`src/rtl/skt_pkg.sv`:
```
// ----------------------------------------------------------------------------
// Sorted key table package
// Sizes, request and status codes and sequencer states shared by the block.
// ----------------------------------------------------------------------------
package skt_pkg;

    localparam int DEPTH       = 32;
    localparam int KEY_WIDTH   = 32;
    localparam int KEY_FIELD_W = 31;

    // Stored keys are the request key cut to the smaller of KEY_WIDTH and KEY_FIELD_W bits.
    localparam int STORE_W = (KEY_WIDTH < KEY_FIELD_W) ? KEY_WIDTH : KEY_FIELD_W;
    localparam int IDX_W   = (DEPTH > 1) ? $clog2(DEPTH) : 1;
    localparam int CNT_W   = $clog2(DEPTH + 1);

    localparam logic [1:0] REQ_DELETE = 2'd0;
    localparam logic [1:0] REQ_INSERT = 2'd1;
    localparam logic [1:0] REQ_DUMP   = 2'd2;

    localparam logic [1:0] STAT_OK      = 2'd0;
    localparam logic [1:0] STAT_FULL    = 2'd1;
    localparam logic [1:0] STAT_MISSING = 2'd2;
    localparam logic [1:0] STAT_EMPTY   = 2'd3;

    typedef enum logic [3:0] {
        S_IDLE,
        S_INS_RD,
        S_INS_EV,
        S_DEL_RD,
        S_DEL_EV,
        S_SH_RD,
        S_SH_EV,
        S_DMP_RD,
        S_DMP_EV,
        S_RESULT
    } state_t;

endpackage

```
`src/rtl/sorted_key_table.sv`:
```
// ----------------------------------------------------------------------------
// Sorted key table
// Ordered store of up to DEPTH keys with insert, delete and dump requests.
// ----------------------------------------------------------------------------
// Requests enter on in_valid/in_stall with req_type and key; results leave on
// out_valid/out_stall with key_out, status and last. A request is taken when
// valid is high and stall is low at a rising edge of clk.
// The block works on one request at a time and holds in_stall high until its
// last result has been loaded into the output register.
// One sequencer walks the key memory through a single port, in two steps per
// entry (read, then compare or move):
//   insert: walks down from the top past every entry at or above the new key,
//   delete: searches from the bottom, then closes the gap,
//   dump:   reads every stored key, one result each, last on the final key.
// Insert and delete give one status result; a full table drops the insert,
// a key that is not found or an empty table leaves the contents unchanged.
// While the receiver stalls, the output register holds its result and the
// sequencer waits before loading the next one.
// rst_n clears the count and all handshake state; the key memory itself is
// not cleared, as only entries below the count are ever read.
// ----------------------------------------------------------------------------
module sorted_key_table (
    input  logic                            clk,
    input  logic                            rst_n,
    input  logic                            in_valid,
    output logic                            in_stall,
    input  logic [1:0]                      req_type,
    input  logic [skt_pkg::KEY_FIELD_W-1:0] key,
    output logic                            out_valid,
    input  logic                            out_stall,
    output logic [skt_pkg::KEY_FIELD_W-1:0] key_out,
    output logic [1:0]                      status,
    output logic                            last
);

    localparam int STORE_W = skt_pkg::STORE_W;
    localparam int IDX_W   = skt_pkg::IDX_W;
    localparam int CNT_W   = skt_pkg::CNT_W;
    localparam int KF_W    = skt_pkg::KEY_FIELD_W;

    logic [STORE_W-1:0] mem [skt_pkg::DEPTH];

    skt_pkg::state_t    state_reg, state_next;
    logic [CNT_W-1:0]   count_reg, count_next;
    logic [CNT_W-1:0]   idx_reg, idx_next;
    logic [STORE_W-1:0] key_reg, key_next;
    logic [1:0]         res_reg, res_next;
    logic [STORE_W-1:0] rd_data_reg;

    logic               out_valid_reg, out_valid_next;
    logic [KF_W-1:0]    key_out_reg, key_out_next;
    logic [1:0]         status_reg, status_next;
    logic               last_reg, last_next;

    logic               rd_en;
    logic [IDX_W-1:0]   rd_addr;
    logic               wr_en;
    logic [IDX_W-1:0]   wr_addr;
    logic [STORE_W-1:0] wr_data;
    logic               in_fire;
    logic               out_free;
    logic               out_load;
    logic [CNT_W-1:0]   idx_inc;
    logic [CNT_W-1:0]   idx_dec;

    assign in_stall = (state_reg != skt_pkg::S_IDLE);
    assign in_fire  = in_valid && !in_stall;
    assign out_free = !out_valid_reg || !out_stall;
    assign idx_inc  = idx_reg + CNT_W'(1);
    assign idx_dec  = idx_reg - CNT_W'(1);

    always_ff @(posedge clk or negedge rst_n)
    begin
        if (!rst_n)
        begin
            state_reg     <= skt_pkg::S_IDLE;
            count_reg     <= '0;
            idx_reg       <= '0;
            out_valid_reg <= 1'b0;
        end
        else
        begin
            state_reg     <= state_next;
            count_reg     <= count_next;
            idx_reg       <= idx_next;
            out_valid_reg <= out_valid_next;
        end
    end

    always_ff @(posedge clk)
    begin
        key_reg     <= key_next;
        res_reg     <= res_next;
        key_out_reg <= key_out_next;
        status_reg  <= status_next;
        last_reg    <= last_next;
    end

    // Single-port key memory with a registered read.
    always_ff @(posedge clk)
    begin
        if (wr_en)
        begin
            mem[wr_addr] <= wr_data;
        end
        if (rd_en)
        begin
            rd_data_reg <= mem[rd_addr];
        end
    end

    always_comb
    begin
        state_next     = state_reg;
        count_next     = count_reg;
        idx_next       = idx_reg;
        key_next       = key_reg;
        res_next       = res_reg;
        out_valid_next = out_valid_reg && out_stall;
        key_out_next   = key_out_reg;
        status_next    = status_reg;
        last_next      = last_reg;
        out_load       = 1'b0;
        rd_en          = 1'b0;
        rd_addr        = idx_reg[IDX_W-1:0];
        wr_en          = 1'b0;
        wr_addr        = idx_reg[IDX_W-1:0];
        wr_data        = key_reg;

        case (state_reg)
            skt_pkg::S_IDLE:
            begin
                if (in_fire)
                begin
                    key_next = key[STORE_W-1:0];
                    idx_next = '0;
                    case (req_type)
                        skt_pkg::REQ_DELETE:
                        begin
                            if (count_reg == '0)
                            begin
                                res_next   = skt_pkg::STAT_EMPTY;
                                state_next = skt_pkg::S_RESULT;
                            end
                            else
                            begin
                                state_next = skt_pkg::S_DEL_RD;
                            end
                        end
                        skt_pkg::REQ_INSERT:
                        begin
                            if (count_reg == CNT_W'(skt_pkg::DEPTH))
                            begin
                                res_next   = skt_pkg::STAT_FULL;
                                state_next = skt_pkg::S_RESULT;
                            end
                            else
                            begin
                                idx_next   = count_reg;
                                state_next = skt_pkg::S_INS_RD;
                            end
                        end
                        skt_pkg::REQ_DUMP:
                        begin
                            if (count_reg == '0)
                            begin
                                res_next   = skt_pkg::STAT_EMPTY;
                                state_next = skt_pkg::S_RESULT;
                            end
                            else
                            begin
                                state_next = skt_pkg::S_DMP_RD;
                            end
                        end
                        default:
                        begin
                            // The unused request code is dropped without a result.
                            state_next = skt_pkg::S_IDLE;
                        end
                    endcase
                end
            end

            // Insert walks down from the top, moving each key that is not
            // smaller up by one place, and drops the new key into the gap.
            skt_pkg::S_INS_RD:
            begin
                if (idx_reg == '0)
                begin
                    wr_en      = 1'b1;
                    count_next = count_reg + CNT_W'(1);
                    res_next   = skt_pkg::STAT_OK;
                    state_next = skt_pkg::S_RESULT;
                end
                else
                begin
                    rd_en      = 1'b1;
                    rd_addr    = idx_dec[IDX_W-1:0];
                    state_next = skt_pkg::S_INS_EV;
                end
            end

            skt_pkg::S_INS_EV:
            begin
                wr_en = 1'b1;
                if (rd_data_reg >= key_reg)
                begin
                    wr_data    = rd_data_reg;
                    idx_next   = idx_dec;
                    state_next = skt_pkg::S_INS_RD;
                end
                else
                begin
                    count_next = count_reg + CNT_W'(1);
                    res_next   = skt_pkg::STAT_OK;
                    state_next = skt_pkg::S_RESULT;
                end
            end

            skt_pkg::S_DEL_RD:
            begin
                if (idx_reg == count_reg)
                begin
                    res_next   = skt_pkg::STAT_MISSING;
                    state_next = skt_pkg::S_RESULT;
                end
                else
                begin
                    rd_en      = 1'b1;
                    state_next = skt_pkg::S_DEL_EV;
                end
            end

            skt_pkg::S_DEL_EV:
            begin
                if (rd_data_reg == key_reg)
                begin
                    state_next = skt_pkg::S_SH_RD;
                end
                else
                begin
                    idx_next   = idx_inc;
                    state_next = skt_pkg::S_DEL_RD;
                end
            end

            // Close the gap left by the deleted key, one entry at a time.
            skt_pkg::S_SH_RD:
            begin
                if (idx_inc == count_reg)
                begin
                    count_next = count_reg - CNT_W'(1);
                    res_next   = skt_pkg::STAT_OK;
                    state_next = skt_pkg::S_RESULT;
                end
                else
                begin
                    rd_en      = 1'b1;
                    rd_addr    = idx_inc[IDX_W-1:0];
                    state_next = skt_pkg::S_SH_EV;
                end
            end

            skt_pkg::S_SH_EV:
            begin
                wr_en      = 1'b1;
                wr_data    = rd_data_reg;
                idx_next   = idx_inc;
                state_next = skt_pkg::S_SH_RD;
            end

            skt_pkg::S_DMP_RD:
            begin
                rd_en      = 1'b1;
                state_next = skt_pkg::S_DMP_EV;
            end

            skt_pkg::S_DMP_EV:
            begin
                if (out_free)
                begin
                    out_load     = 1'b1;
                    key_out_next = KF_W'(rd_data_reg);
                    status_next  = skt_pkg::STAT_OK;
                    last_next    = (idx_inc == count_reg);
                    if (idx_inc == count_reg)
                    begin
                        state_next = skt_pkg::S_IDLE;
                    end
                    else
                    begin
                        idx_next   = idx_inc;
                        state_next = skt_pkg::S_DMP_RD;
                    end
                end
            end

            skt_pkg::S_RESULT:
            begin
                if (out_free)
                begin
                    out_load     = 1'b1;
                    key_out_next = '0;
                    status_next  = res_reg;
                    last_next    = 1'b1;
                    state_next   = skt_pkg::S_IDLE;
                end
            end

            default:
            begin
                state_next = skt_pkg::S_IDLE;
            end
        endcase

        if (out_load)
        begin
            out_valid_next = 1'b1;
        end
    end

    assign out_valid = out_valid_reg;
    assign key_out   = key_out_reg;
    assign status    = status_reg;
    assign last      = last_reg;

    // The count never goes beyond the table depth.
    a_count_range: assert property (@(posedge clk) disable iff (!rst_n)
        count_reg <= CNT_W'(skt_pkg::DEPTH))
        else $error("entry count beyond table depth");

    // A result is only loaded when the output register is free or draining.
    a_no_overwrite: assert property (@(posedge clk) disable iff (!rst_n)
        out_load |-> (!out_valid_reg || !out_stall))
        else $error("pending result overwritten");

    // The count changes only at the end of an insert or a delete.
    a_count_change: assert property (@(posedge clk) disable iff (!rst_n)
        (count_reg != $past(count_reg)) |->
            ($past(state_reg) == skt_pkg::S_INS_RD
             || $past(state_reg) == skt_pkg::S_INS_EV
             || $past(state_reg) == skt_pkg::S_SH_RD))
        else $error("entry count changed outside an update");

endmodule

```
`config.mk`:
```
export PLATFORM = sky130hd
export DESIGN_NAME = sorted_key_table
export DESIGN_NICKNAME = d
export VERILOG_FILES = /design/src/rtl/skt_pkg.sv /design/src/rtl/sorted_key_table.sv
export SDC_FILE = /design/constraint.sdc
export NUM_CORES = 2
export LEC_CHECK = 0
export BUFFER_PORTS_ARGS = -buffer_cell sky130_fd_sc_hd__buf_2
export CORE_MARGIN = 1.5
export CORE_UTILIZATION = 25
export CTS_BUF_LIST = sky130_fd_sc_hd__clkbuf_8
export DETAILED_ROUTE_END_ITERATION = 6
export GPL_TIMING_DRIVEN = 0
export PLACE_DENSITY = 0.46
export SETUP_SLACK_MARGIN = 0.4
export SYNTH_ARGS = -nofsm -noshare
export SYNTH_HDL_FRONTEND = slang
export SYNTH_SLANG_ARGS = --single-unit
```
`constraint.sdc`:
```
create_clock -name clk -period 5.2 [get_ports clk]
set_input_delay 0.26 -clock clk [delete_from_list [all_inputs] [get_ports clk]]
set_output_delay 0.26 -clock clk [all_outputs]
set_load 0.005 [all_outputs]
```
### After elaboration in Yosys (flattened, before gate mapping)

Memories as Yosys holds them, arrays and structs flattened. A register that Yosys moved wholly into a read port is not among the register bits.
Index checks and enable logic that the tools add are counted.

| storage, ports and cells | value |
|---|---|
| RAM bits | 992 |
| memories | 1 |
| input bits | 37 |
| output and inout port bits | 36 |
| register bits | 84 |
| logic and storage cells | 127 |

| cells by class | value |
|---|---|
| order comparisons | 1 |
| multiplexer cells | 60 |
| add/subtract/negate cells | 4 |
| reductions and logical operators | 24 |
| eq/ne operators | 28 |

Memories:

| name | words | bits a word | rd ports | clocked after memory_dff | write ports | RTL line | source |
|---|---|---|---|---|---|---|---|
| mem | 32 | 31 | 1 | 1 | 1 | sorted_key_table.sv:41 | `logic [STORE_W-1:0] mem [skt_pkg::DEPTH];` |

Operator list:

| operator | count |
|---|---|
| 31-bit one-hot mux with 2 select lines | 2 |
| 31-bit two-way mux | 3 |
| 6-bit two-way mux | 10 |
| 4-bit two-way mux | 10 |
| 4-bit one-hot mux with 10 select lines | 1 |
| 31-bit == test | 1 |
| 31-bit greater-or-equal comparator | 1 |
| 6-bit one-hot mux with 5 select lines | 1 |
| 2-bit != test, second input constant | 10 |
| 2-bit two-way mux | 9 |
| 6-bit one-hot mux with 3 select lines | 1 |
| 4-bit by 3-bit == test with 1-bit output, second input constant | 4 |
| 6-bit by 1-bit adder with 6-bit output, second input constant | 2 |
| 6-bit == test | 2 |
| 6-bit zero test | 2 |
| 4-bit one-hot mux with 3 select lines | 1 |
| 6-bit by 1-bit subtractor with 6-bit output, second input constant | 2 |
| 1-bit two-way mux | 11 |
| 5-bit two-way mux | 2 |
| 2-bit one-hot mux with 5 select lines | 1 |
| 5-bit one-hot mux with 2 select lines | 1 |
| 5-bit nonzero test | 2 |
| 9-bit AND reduction | 1 |
| 4-bit by 2-bit == test with 1-bit output, second input constant | 2 |
| other kinds (24) | 35 |

### Logic depth before layout (Yosys ltp)

Gate-level depths: netlist of the first run.

| depth | value |
|---|---|
| word-level depth | 5 |
| gate-level depth with buffers | 17 |

### Worst setup path after synthesis of the first run

OpenSTA, ideal clock, no wires.

| timing path | value |
|---|---|
| path kind | register to register |
| start | register idx_reg[1] |
| end | memory mem[13][0] in the netlist's numbering, enable pin |
| path buffers | 1 |
| arrival | 4.093 ns |
| slack | 0.649 ns |
| library setup time | 0.458 ns |
| stages on the path, launching flop included | 10 |
| clock period less this slack | 4.551 ns |
| cell sequence | dfrtp_1 > buf_2 > inv_1 > ha_1 > nor2b_1 > nand2_1 > or3_1 > a21oi_1 > nand2_1 > nor3_1 |

| between the ends | value |
|---|---|
| longest elaborated chain between the ends | 5 |

Ends and longest elaborated chain:

| element | RTL line | source |
|---|---|---|
| start, declared | sorted_key_table.sv:45 | `logic [CNT_W-1:0] idx_reg, idx_next;` |
| start signal, assigned | sorted_key_table.sv:85 | `idx_reg <= idx_next;` |
| 6-bit zero test | sorted_key_table.sv:188 | `if (idx_reg == '0)` |
| 1-bit two-way mux | sorted_key_table.sv:188 |  |
| 1-bit one-hot mux with 2 select lines | sorted_key_table.sv:130 | `case (state_reg)` |
| 1-bit two-way mux | sorted_key_table.sv:102 | `if (wr_en)` |
| 1-bit two-way mux (not written as such) | sorted_key_table.sv:104 | `mem[wr_addr] <= wr_data;` |
| end, declared | sorted_key_table.sv:41 |  |

Parallel ways exist; a longest one is shown, timed or not.

### Final worst setup path of the first run

| timing path | value |
|---|---|
| start | register key_reg[25] |
| end | memory mem[30][30] in the netlist's numbering (data pin) |

| between the ends | value |
|---|---|
| longest elaborated chain between the ends | 3 |

Ends and longest elaborated chain:

| element | RTL line | source |
|---|---|---|
| start, declared | sorted_key_table.sv:46 | `logic [STORE_W-1:0] key_reg, key_next;` |
| start signal, assigned | sorted_key_table.sv:92 | `key_reg <= key_next;` |
| 31-bit greater-or-equal comparator | sorted_key_table.sv:206 | `if (rd_data_reg >= key_reg)` |
| 31-bit two-way mux | sorted_key_table.sv:206 |  |
| 31-bit one-hot mux with 2 select lines | sorted_key_table.sv:130 |  |
| net wr_data[30] | sorted_key_table.sv:59 | `logic [STORE_W-1:0] wr_data;` |

The timed path passes the listed nets, and every way through them passes these cells.

==> reports/results.ini, run 1 <==
[outcome]
status = complete, no violations

[power_and_ir_drop]
peakVddDrop_v = 0.000366
p_total_mw = 34.9
power.leakage_nw = 18.1
powerDensity_mw_per_mm2 = 653

[die]
rows = 154
pin_count = 73
die_area_sq_mm = 0.179
start_util = 0.251
die_h_um = 424
core_sq_mm = 0.176
die_width_um = 424

[placement]
dpl_worst_slack_ns = -1.68
dp_hpwl_um = 92400
io_buffers = 72
place.gp.congestion = 0.876

[sta]
finalCritPeriodShare = 0.927
setup_viol = 0
grt_setup_unrepaired = yes
maxSlewViolCount = 0
min_period_ns = 4.82
final_hold_viol_count = 0
setup_slack_ns = 0.382
fmax_mhz = 208
timing.hold.ws_ns = 0.0999
relSlewSlack = 0.328
fin_skew_ns = 0.0320
worst_pin_slew_ns = 1.01

[routing]
drt-vias-per-instance = 4.68
route.detailed.drc = 0
routed_wl_um = 137000
firstDrtPassIters = 5
route.vias.total = 26271
antenna_left = 0
drtIter0Drc = 2602
avgRoutedWirePerCell_um = 24.4

[synth]
netlist_area_sq_mm = 0.0442
synth_flop_cell = edfxtp_1
async_flop_share = 0.0154
synth_edf_count = 1090
synth-seq-cells = 1107
ys_top_cells_by_area = edfxtp_1 (74%), mux4_2 (6.2%), nand2_1 (4.6%)
yosys.area.top_type_share = 0.740
yosysSeqAreaShare = 0.750
synth_top_area_cell = edfxtp_1
netlist_instances = 2775
synth_nets = 2853
synth_cell_types = 73
yosys_warnings = 0
avgSynthCellArea_sq_um = 15.9

[clock_network]
cts.sinks = 1107
tritoncts = done
cts_htree_levels = 4
clk_pin_slew_ns = 0.06
cts_root_buf = clkbuf_8
clk_latency_ns = 0.89
numCtsBuffers = 182
cts.path.max_buffers = 3

[critical_path]
cp_max_fo = 32
critPathKind = flop to flop
crit_path_start_kind = flop
worstPathRequired_ns = 5.77
end_kind = flop
crit_arrival_ns = 5.39

[job]
maxCapViolations = 0

[final_layout]
area_delta_synth_final_pct = 21.0
layout_common_cells = edfxtp_1 (1090), nand2_1 (536), clkbuf_8 (188)
final_common_cell = edfxtp_1
regMostFlops = mem
largest_reg_flops = 992
final_layout_size_suffix_gt1_frac = 0.233
fin_nets = 3209
postLayoutCoreUtil = 0.304

[global_route]
track_usage = 0.150
grt_pass1_wl_um = 193000
grt-ovfl-total = 0
grt_antenna_before_repair = 8
grt_max_degree = 33
grt_pass1_vias = 25829

[min_path]
worstHoldPathType = primary input to flop

[cell families (layout without fill, tap and decap cells)]
kind of cell / count (synthesis) / count (layout) / synth area share
compound gates: 380 / 380 / 0.0559
xor+xnor: 14 / 14 / 0.00294
fa+ha+maj: 41 / 41 / 0.0118
buf+inv: 206 / 696 / 0.0199
flops: 1107 / 1107 / 0.750
mux: 159 / 159 / 0.0711
other cells: 0 / 6 / 0
simple gates: 868 / 868 / 0.0885
[cell usage after synthesis (all sizes together), types with 5 or more instances]
cell    number
edfxtp    1090
nand2      537
and3       129
a31oi      125
o22ai      124
mux4       121
clkbuf     104
nor2        61
buf         58
inv         43
ha          40
a21oi       37
nor2b       37
nor4        36
mux2        31
o21ai       29
nor3        19
dfrtp       17
nand3       14
a21o        13
and2         7
mux2i        7
xnor2        7
xor2         7
a221o        6
nand2b       6
nand4        6
or3          6
a211oi       5
[worst paths after layout]
check / cells after the start / slack [ns] / startpoint / endpoint
setup / recovery: 13 / 0.38 / key_reg[25]$_DFFE_PP_ / mem[30][30]$_DFFE_PP_
hold / removal: 2 / 0.1 / key[14] / key_reg[14]$_DFFE_PP_
setup reg to reg: 13 / 0.38 / key_reg[25]$_DFFE_PP_ / mem[30][30]$_DFFE_PP_
hold reg to reg: 1 / 0.53 / res_reg[0]$_DFFE_PP_ / status[0]$_SDFFCE_PP0P_
max in group asynchronous: 3 / 3.99 / rst_n / idx_reg[0]$_DFFE_PN0P_
min in group asynchronous: 3 / 0.60 / rst_n / state_reg[1]$_DFFE_PN0P_
[area by class of cell]
class / count / area, sq um
fillers: 17383 / 122000
flip-flops and latches: 1107 / 33200
multi-input cells: 1462 / 11400
well taps: 2340 / 2930
clock buffers: 188 / 2590
repair buffers: 172 / 1690
plain buffers: 162 / 968
clock inverters: 130 / 574
inverters: 44 / 173
diodes: 6 / 15.0
[per-layer routing]
| layer | vias to the layer above | GRT usage | routed length (um) |
|---|---|---|---|
| met1 | 13592 | 0.210 | 61600 |
| li1 | 11543 | - | - |
| met5 | - | 0 | 0 |
| met4 | 0 | 0.0398 | 3130 |
| met3 | 222 | 0.0297 | 8710 |
| met2 | 914 | 0.237 | 63200 |
[through the flow]
stage	area (sq um)	instances	setup TNS [ns]
floorplan	44200	2775	0
global placement	47500	5187	-1356.05
detailed placement	48500	5232	-33.90
CTS	53000	5605	0
global route	53500	5609	0
finish	53500	5611	0
[power by group]
part	leakage [nW]	internal (mW)	total, mW	switching, mW
registers	10.0	11.7	12.0	0.339
logic	6.19	5.58	16.1	10.5
clock network	1.83	3.37	6.85	3.48
[worst max-delay path, stage by stage, from the launching register on]
cell and delay, ns:
edfxtp_1 0.42, inv_1 0.07, ha_1 0.30, and3_1 0.20
a221o_1 0.35, a21o_1 0.19, a21oi_1 0.14, nor2_1 0.05
a211oi_1 0.70, and3_1 0.41, or3_1 0.14, clkbuf_1 0.22
clkdlybuf4s15_2 0.57, mux2_2 0.74
[repair_timing]
action                                  CTS  global route
pin swaps                                12            11
hold endpoints to repair                 90             0
resized for setup                       184           135
endpoints found under the setup margin  950           479
setup buffers                            15             0
hold buffers                             40             0
No activity file was read; power rests on OpenSTA's default activity.
==> run 2, diff against run 1 <==
--- a/config.mk
+++ b/config.mk
@@ -8,7 +8,6 @@
 export BUFFER_PORTS_ARGS = -buffer_cell sky130_fd_sc_hd__buf_2
 export CORE_MARGIN = 1.5
 export CORE_UTILIZATION = 25
-export CTS_BUF_LIST = sky130_fd_sc_hd__clkbuf_8
 export DETAILED_ROUTE_END_ITERATION = 6
 export GPL_TIMING_DRIVEN = 0
 export PLACE_DENSITY = 0.46
==> run 2 against run 1 <==
Clock skew is 0.0042 ns lower. Largest power group unchanged. Via count is 1.6% lower. Highest routed layer is now met5. Register-to-register slack better by 0.02 ns. First-iteration DRC count is 1.5% higher. Final cell count is 2.0% lower.
==> reports/results.ini, run 2 (synthesis results as in run 1) <==
[outcome]
status = complete, no violations

[placement]
dp_hpwl_um = 92400
dp.cells = 5232
io_buffers = 72
dpl_worst_slack_ns = -1.68
place.gp.congestion = 0.876

[sta]
min_period_ns = 4.80
tns_ns = 0
worst_pin_slew_ns = 1.01
fin_skew_ns = 0.0277
timing.hold.ws_ns = 0.0715
setup_slack_ns = 0.399
final_hold_viol_count = 0
grt_setup_unrepaired = yes
finalCritPeriodShare = 0.923
fmax_mhz = 208
maxSlewViolCount = 0
setup_viol = 0
relSlewSlack = 0.325

[die]
die_h_um = 424
core_sq_mm = 0.176
rows = 154
start_util = 0.251
pin_count = 73
die_width_um = 424
die_area_sq_mm = 0.179

[clock_network]
tritoncts = done
clk_pin_slew_ns = 0.06
numCtsBuffers = 115
cts_htree_levels = 3
clk_latency_ns = 0.72
cts.path.max_buffers = 3
cts.sinks = 1107
cts_root_buf = clkbuf_16

[global_route]
grt_pass1_wl_um = 192000
grt_pass1_vias = 25156
grt-ovfl-total = 0
grt_max_degree = 33
grt_antenna_before_repair = 4
track_usage = 0.149

[critical_path]
end_kind = flop
cp_max_fo = 32
critPathKind = flop to flop
crit_family = compound AO/OA/AOI/OAI gates
worstPathRequired_ns = 5.60
crit_chain = inv_1 -> ha_1 -> and3_1 -> a221o_1 -> a21o_1 -> a21oi_1 -> nor2_1 -> a211oi_2 -> and3_1 -> or3_1 -> clkbuf_1 -> buf_1 -> mux2_2
crit_arrival_ns = 5.20
cpPeakStageDelay_ns = 0.83
crit_slowest_cell = mux2_2
cpMostUsedCell = and3_1
crit_path_start_kind = flop
critPathBufInv = 3

[power_and_ir_drop]
p_switching_mw = 14.2
powerDensity_mw_per_mm2 = 670
power_frac_comb = 0.440
pwr-share-seq = 0.332
peakVddDrop_v = 0.000400
switching_share = 0.394
p_int_mw = 21.9
p_clk_frac = 0.228
power.leakage_nw = 18.0

[routing]
avgRoutedWirePerCell_um = 24.7
route.detailed.drc = 0
drt-vias-per-instance = 4.70
firstDrtPassIters = 5
routed_wl_um = 136000
antenna_left = 0
route.vias.total = 25851
drtIter0Drc = 2641

[final_layout]
layout.cells.non_filler = 5499
layout_common_cells = edfxtp_1 (1090), nand2_1 (536), and3_1 (128)
regMostFlops = mem
fin_nets = 3140
final_layout_size_suffix_gt1_frac = 0.224
fillers = 17239
largest_reg_flops = 992
final_common_cell = edfxtp_1
area_delta_synth_final_pct = 21.9

[job]
maxCapViolations = 0

[min_path]
worstHoldPathType = primary input to flop

## run 2: cell types whose count changed in the layout (fill, tap and decap cells not counted), sizes merged
| cell | change |
|---|---|
| inv | -64 |
| clkbuf | -50 |
| bufinv | +12 |
| clkinvlp | -7 |
| buf | +5 |
| diode | -4 |
| dlygate4sd3 | -4 |
## run 2: tightest hold or removal path, stage by stage
cell and delay [ns]:
buf_2 0.12, nor4_1 0.05, nor2_1 0.08, a41oi_1 0.09, a31oi_1 0.14
## run 2: per-stage QoR
stage | total power, mW | util | instance area [sq um]
6_report | 36.1 | 0.306 | 53900
5_1_grt | 37.7 | 0.306 | 53900
4_1_cts | 36.0 | 0.304 | 53600
3_5_place_dp | 26.6 | 0.276 | 48500
3_3_place_gp | 26.5 | 0.270 | 47500
2_1_floorplan | 20.6 | - | 44200
## run 2: worst paths after layout
check	start	cells past startpoint	slack (ns)	endpoint
min in group asynchronous	rst_n	3	0.75	idx_reg[2]$_DFFE_PN0P_
max in group asynchronous	rst_n	3	3.84	idx_reg[0]$_DFFE_PN0P_
worst max-delay path	key_reg[25]$_DFFE_PP_	13	0.40	mem[21][4]$_DFFE_PP_
worst min-delay path	in_valid	5	0.07	state_reg[2]$_DFFE_PN0P_
worst max register to register	key_reg[25]$_DFFE_PP_	13	0.40	mem[21][4]$_DFFE_PP_
worst min register to register	res_reg[0]$_DFFE_PP_	1	0.53	status[0]$_SDFFCE_PP0P_
## run 2: cell type report
cell class / instances / area, sq um / share of cell area
multi-input cells: 1462 / 11300 / 0.210
clock inverters: 71 / 689 / 0.0128
well taps: 2340 / 2930 / 0.0543
plain buffers: 162 / 960 / 0.0178
diodes: 2 / 5.00 / 0.0000929
clock buffers: 141 / 3020 / 0.0560
flip-flops and latches: 1107 / 33200 / 0.615
repair buffers: 170 / 1660 / 0.0309
inverters: 44 / 169 / 0.00313
## run 2: metal layers
layer / vias to the layer above / GRT usage / part of all wire / wire [um]
li1: 11385 / - / - / -
met1: 13473 / 0.211 / 0.45 / 61300
met2: 820 / 0.236 / 0.47 / 63100
met3: 171 / 0.0259 / 0.061 / 8300
met4: 2 / 0.0324 / 0.021 / 2870
met5: - / 0 / 0.000096 / 13
## run 2: power by group through the flow
stage / Combinational (mW) / Clock, mW / Sequential, mW
global placement: 14.2 / 0 / 12.2
CTS: 15.6 / 8.37 / 12.0
finish: 15.9 / 8.23 / 12.0
detailed placement: 14.4 / 0 / 12.2
floorplan: 8.58 / 0 / 12.0
global route: 17.0 / 8.71 / 12.0
## run 2: what timing repair did
item | 4_1_cts | 5_1_grt
hold endpoints to repair | 62 | 0
setup buffers | 14 | 3
hold buffers | 36 | 0
pin swaps | 12 | 13
setup endpoints to repair | 950 | 351
resized for setup | 197 | 81
==> run 3, diff against run 2 <==
--- a/config.mk
+++ b/config.mk
@@ -7,10 +7,10 @@
 export LEC_CHECK = 0
 export BUFFER_PORTS_ARGS = -buffer_cell sky130_fd_sc_hd__buf_2
 export CORE_MARGIN = 1.5
-export CORE_UTILIZATION = 25
+export CORE_UTILIZATION = 55
 export DETAILED_ROUTE_END_ITERATION = 6
 export GPL_TIMING_DRIVEN = 0
-export PLACE_DENSITY = 0.46
+export PLACE_DENSITY = 0.78
 export SETUP_SLACK_MARGIN = 0.4
 export SYNTH_ARGS = -nofsm -noshare
 export SYNTH_HDL_FRONTEND = slang
==> run 3 against run 2 <==
The run now ends with DRC left. Core utilization is 35 points higher. Die area fell by 54%. Count of clock-buffer cells in the layout decreased by 15. Largest cell class unchanged. Highest routed layer unchanged.
==> reports/results.ini, run 3 (synthesis results as in run 1) <==
[outcome]
status = complete, but fails checks
failed_checks = DRC

[sta]
setup_viol = 0
final_hold_viol_count = 0
fmax_mhz = 207
tns_ns = 0
fin_skew_ns = 0.0388
relSlewSlack = 0.282
min_period_ns = 4.83
maxSlewViolCount = 0
finalCritPeriodShare = 0.929
worst_pin_slew_ns = 1.07
grt_setup_unrepaired = yes

[critical_path]
cpPeakStageDelay_ns = 0.80
r2r_cells = 13
end_kind = flop
cpMostUsedCell = and3_1
r2r_slack_ns = 0.37
crit_slowest_cell = mux2_2
worstPathRequired_ns = 5.55
crit_arrival_ns = 5.18
cp_max_fo = 32
crit_path_start_kind = flop
critPathKind = flop to flop
crit_chain = inv_1 -> ha_1 -> and3_1 -> a221o_1 -> a21o_1 -> a21oi_1 -> nor2_1 -> a211oi_2 -> and3_1 -> or3_1 -> clkbuf_1 -> buf_1 -> mux2_2

[clock_network]
cts.path.max_buffers = 3
clk_latency_ns = 0.69
tritoncts = done
cts.sinks = 1107
clk_pin_slew_ns = 0.06
cts_root_buf = clkbuf_16
numCtsBuffers = 104
cts_htree_levels = 3

[power_and_ir_drop]
power.leakage_nw = 17.8
powerDensity_mw_per_mm2 = 682
peakVddDrop_v = 0.000380

[final_layout]
largest_reg_flops = 992
final_common_cell = edfxtp_1
post-route-cell-area_sq_mm = 0.0520
postLayoutCoreUtil = 0.656
area_delta_synth_final_pct = 17.6
regMostFlops = mem
final_layout_size_suffix_gt1_frac = 0.226
layout_common_cells = edfxtp_1 (1090), nand2_1 (536), and3_1 (128)
fin_nets = 3123

[job]
maxCapViolations = 0

[global_route]
grt-ovfl-total = 0
track_usage = 0.299
grt_pass1_wl_um = 179000
grt_pass1_vias = 27020
grt_max_degree = 33
grt_antenna_before_repair = 6

[routing]
drtIter0Drc = 4557
route.vias.total = 27701
antenna_left = 0
firstDrtPassIters = 7
route.detailed.drc = 1
drt-vias-per-instance = 6.62
routed_wl_um = 125000
avgRoutedWirePerCell_um = 30.0

[die]
die_width_um = 287
die_area_sq_mm = 0.0821
rows = 103
core_sq_mm = 0.0793
pin_count = 73
die_h_um = 287
start_util = 0.558

[placement]
dp_hpwl_um = 81700
io_buffers = 72
place.gp.congestion = 0.902
dpl_cell_area_sq_mm = 0.0470

[min_path]
worstHoldPathType = primary input to asynchronous set/reset pin

[run 3: changes by cell type in the layout (fill, tap and decap cells not counted), moves of 10 or more]
cell / previous run / this run
buf_12: 34 / 11
clkbuf_16: 117 / 107
nor4_1: 17 / 6
clkinv_1: 33 / 22
o22ai_2: 51 / 38
buf_16: 0 / 18
clkbuf_1: 61 / 48
[run 3: metal layers]
| metal | wire length (um) | share of wire | GRT usage |
|---|---|---|---|
| met1 | 43400 | 0.35 | 0.399 |
| met3 | 16400 | 0.13 | 0.0686 |
| met2 | 61100 | 0.49 | 0.486 |
| met5 | 45 | 0.00036 | 0 |
| met4 | 4380 | 0.035 | 0.106 |
[run 3: path summary, 6_finish.rpt]
kind | start | endpoint
worst min-delay path | rst_n | out_valid$_DFF_PN0_
max in group asynchronous | rst_n | idx_reg[0]$_DFFE_PN0P_
min in group clk | in_valid | state_reg[1]$_DFFE_PN0P_
worst min register to register | rd_data_reg[13]$_DFFE_PP_ | key_out[13]$_SDFFCE_PN0P_
worst max register to register | key_reg[25]$_DFFE_PP_ | mem[22][3]$_DFFE_PP_
worst max-delay path | key_reg[25]$_DFFE_PP_ | mem[22][3]$_DFFE_PP_
[run 3: what timing repair did]
item | 4_1_cts | 5_1_grt
resized for setup | 162 | 157
buffers inserted | 8 | 9
pin swaps | 9 | 17
cloned | 0 | 0
endpoints found under the hold margin | 54 | 0
hold buffers | 35 | 0
endpoints found under the setup margin | 951 | 324
[run 3: metrics by stage]
stage / hold WS (ns) / setup slack, ns / power, mW / instances
floorplan: -0.0356 / 0.649 / 20.6 / 2775
global placement: 0.205 / -1.91 / 25.0 / 3897
detailed placement: 0.213 / -1.22 / 25.6 / 3937
CTS: 0.0457 / 0.380 / 34.2 / 4174
global route: 0.0925 / 0.244 / 36.5 / 4183
finish: 0.0393 / 0.371 / 35.5 / 4185
[run 3: critical path, delay by kind of cell (launching register included)]
family / cells / cell delay (ns)
AOI/OAI and AO/OA: 4 / 1.18
adders and majority gates: 1 / 0.31
muxes: 1 / 0.80
buffers and inverters: 3 / 0.94
and+or+nand+nor: 4 / 0.80
DFF: 1 / 0.45
[run 3: power breakdown]
group          total (mW)  internal, mW  switching [mW]  leakage, nW
clock network        7.49          4.13            3.36         1.61
registers            12.0          11.7           0.326         10.0
logic                16.0          5.51            10.5         6.14
total                35.5          21.3            14.2         17.8
[run 3: layout make-up]
class	count	area, sq um
plain buffers	162	925
inverters	44	169
diodes	2	5.00
multi-input cells	1462	11400
repair buffers	164	1690
well taps	1050	1310
flip-flops and latches	1107	33200
fillers	4925	27200
clock buffers	126	2750
clock inverters	68	578
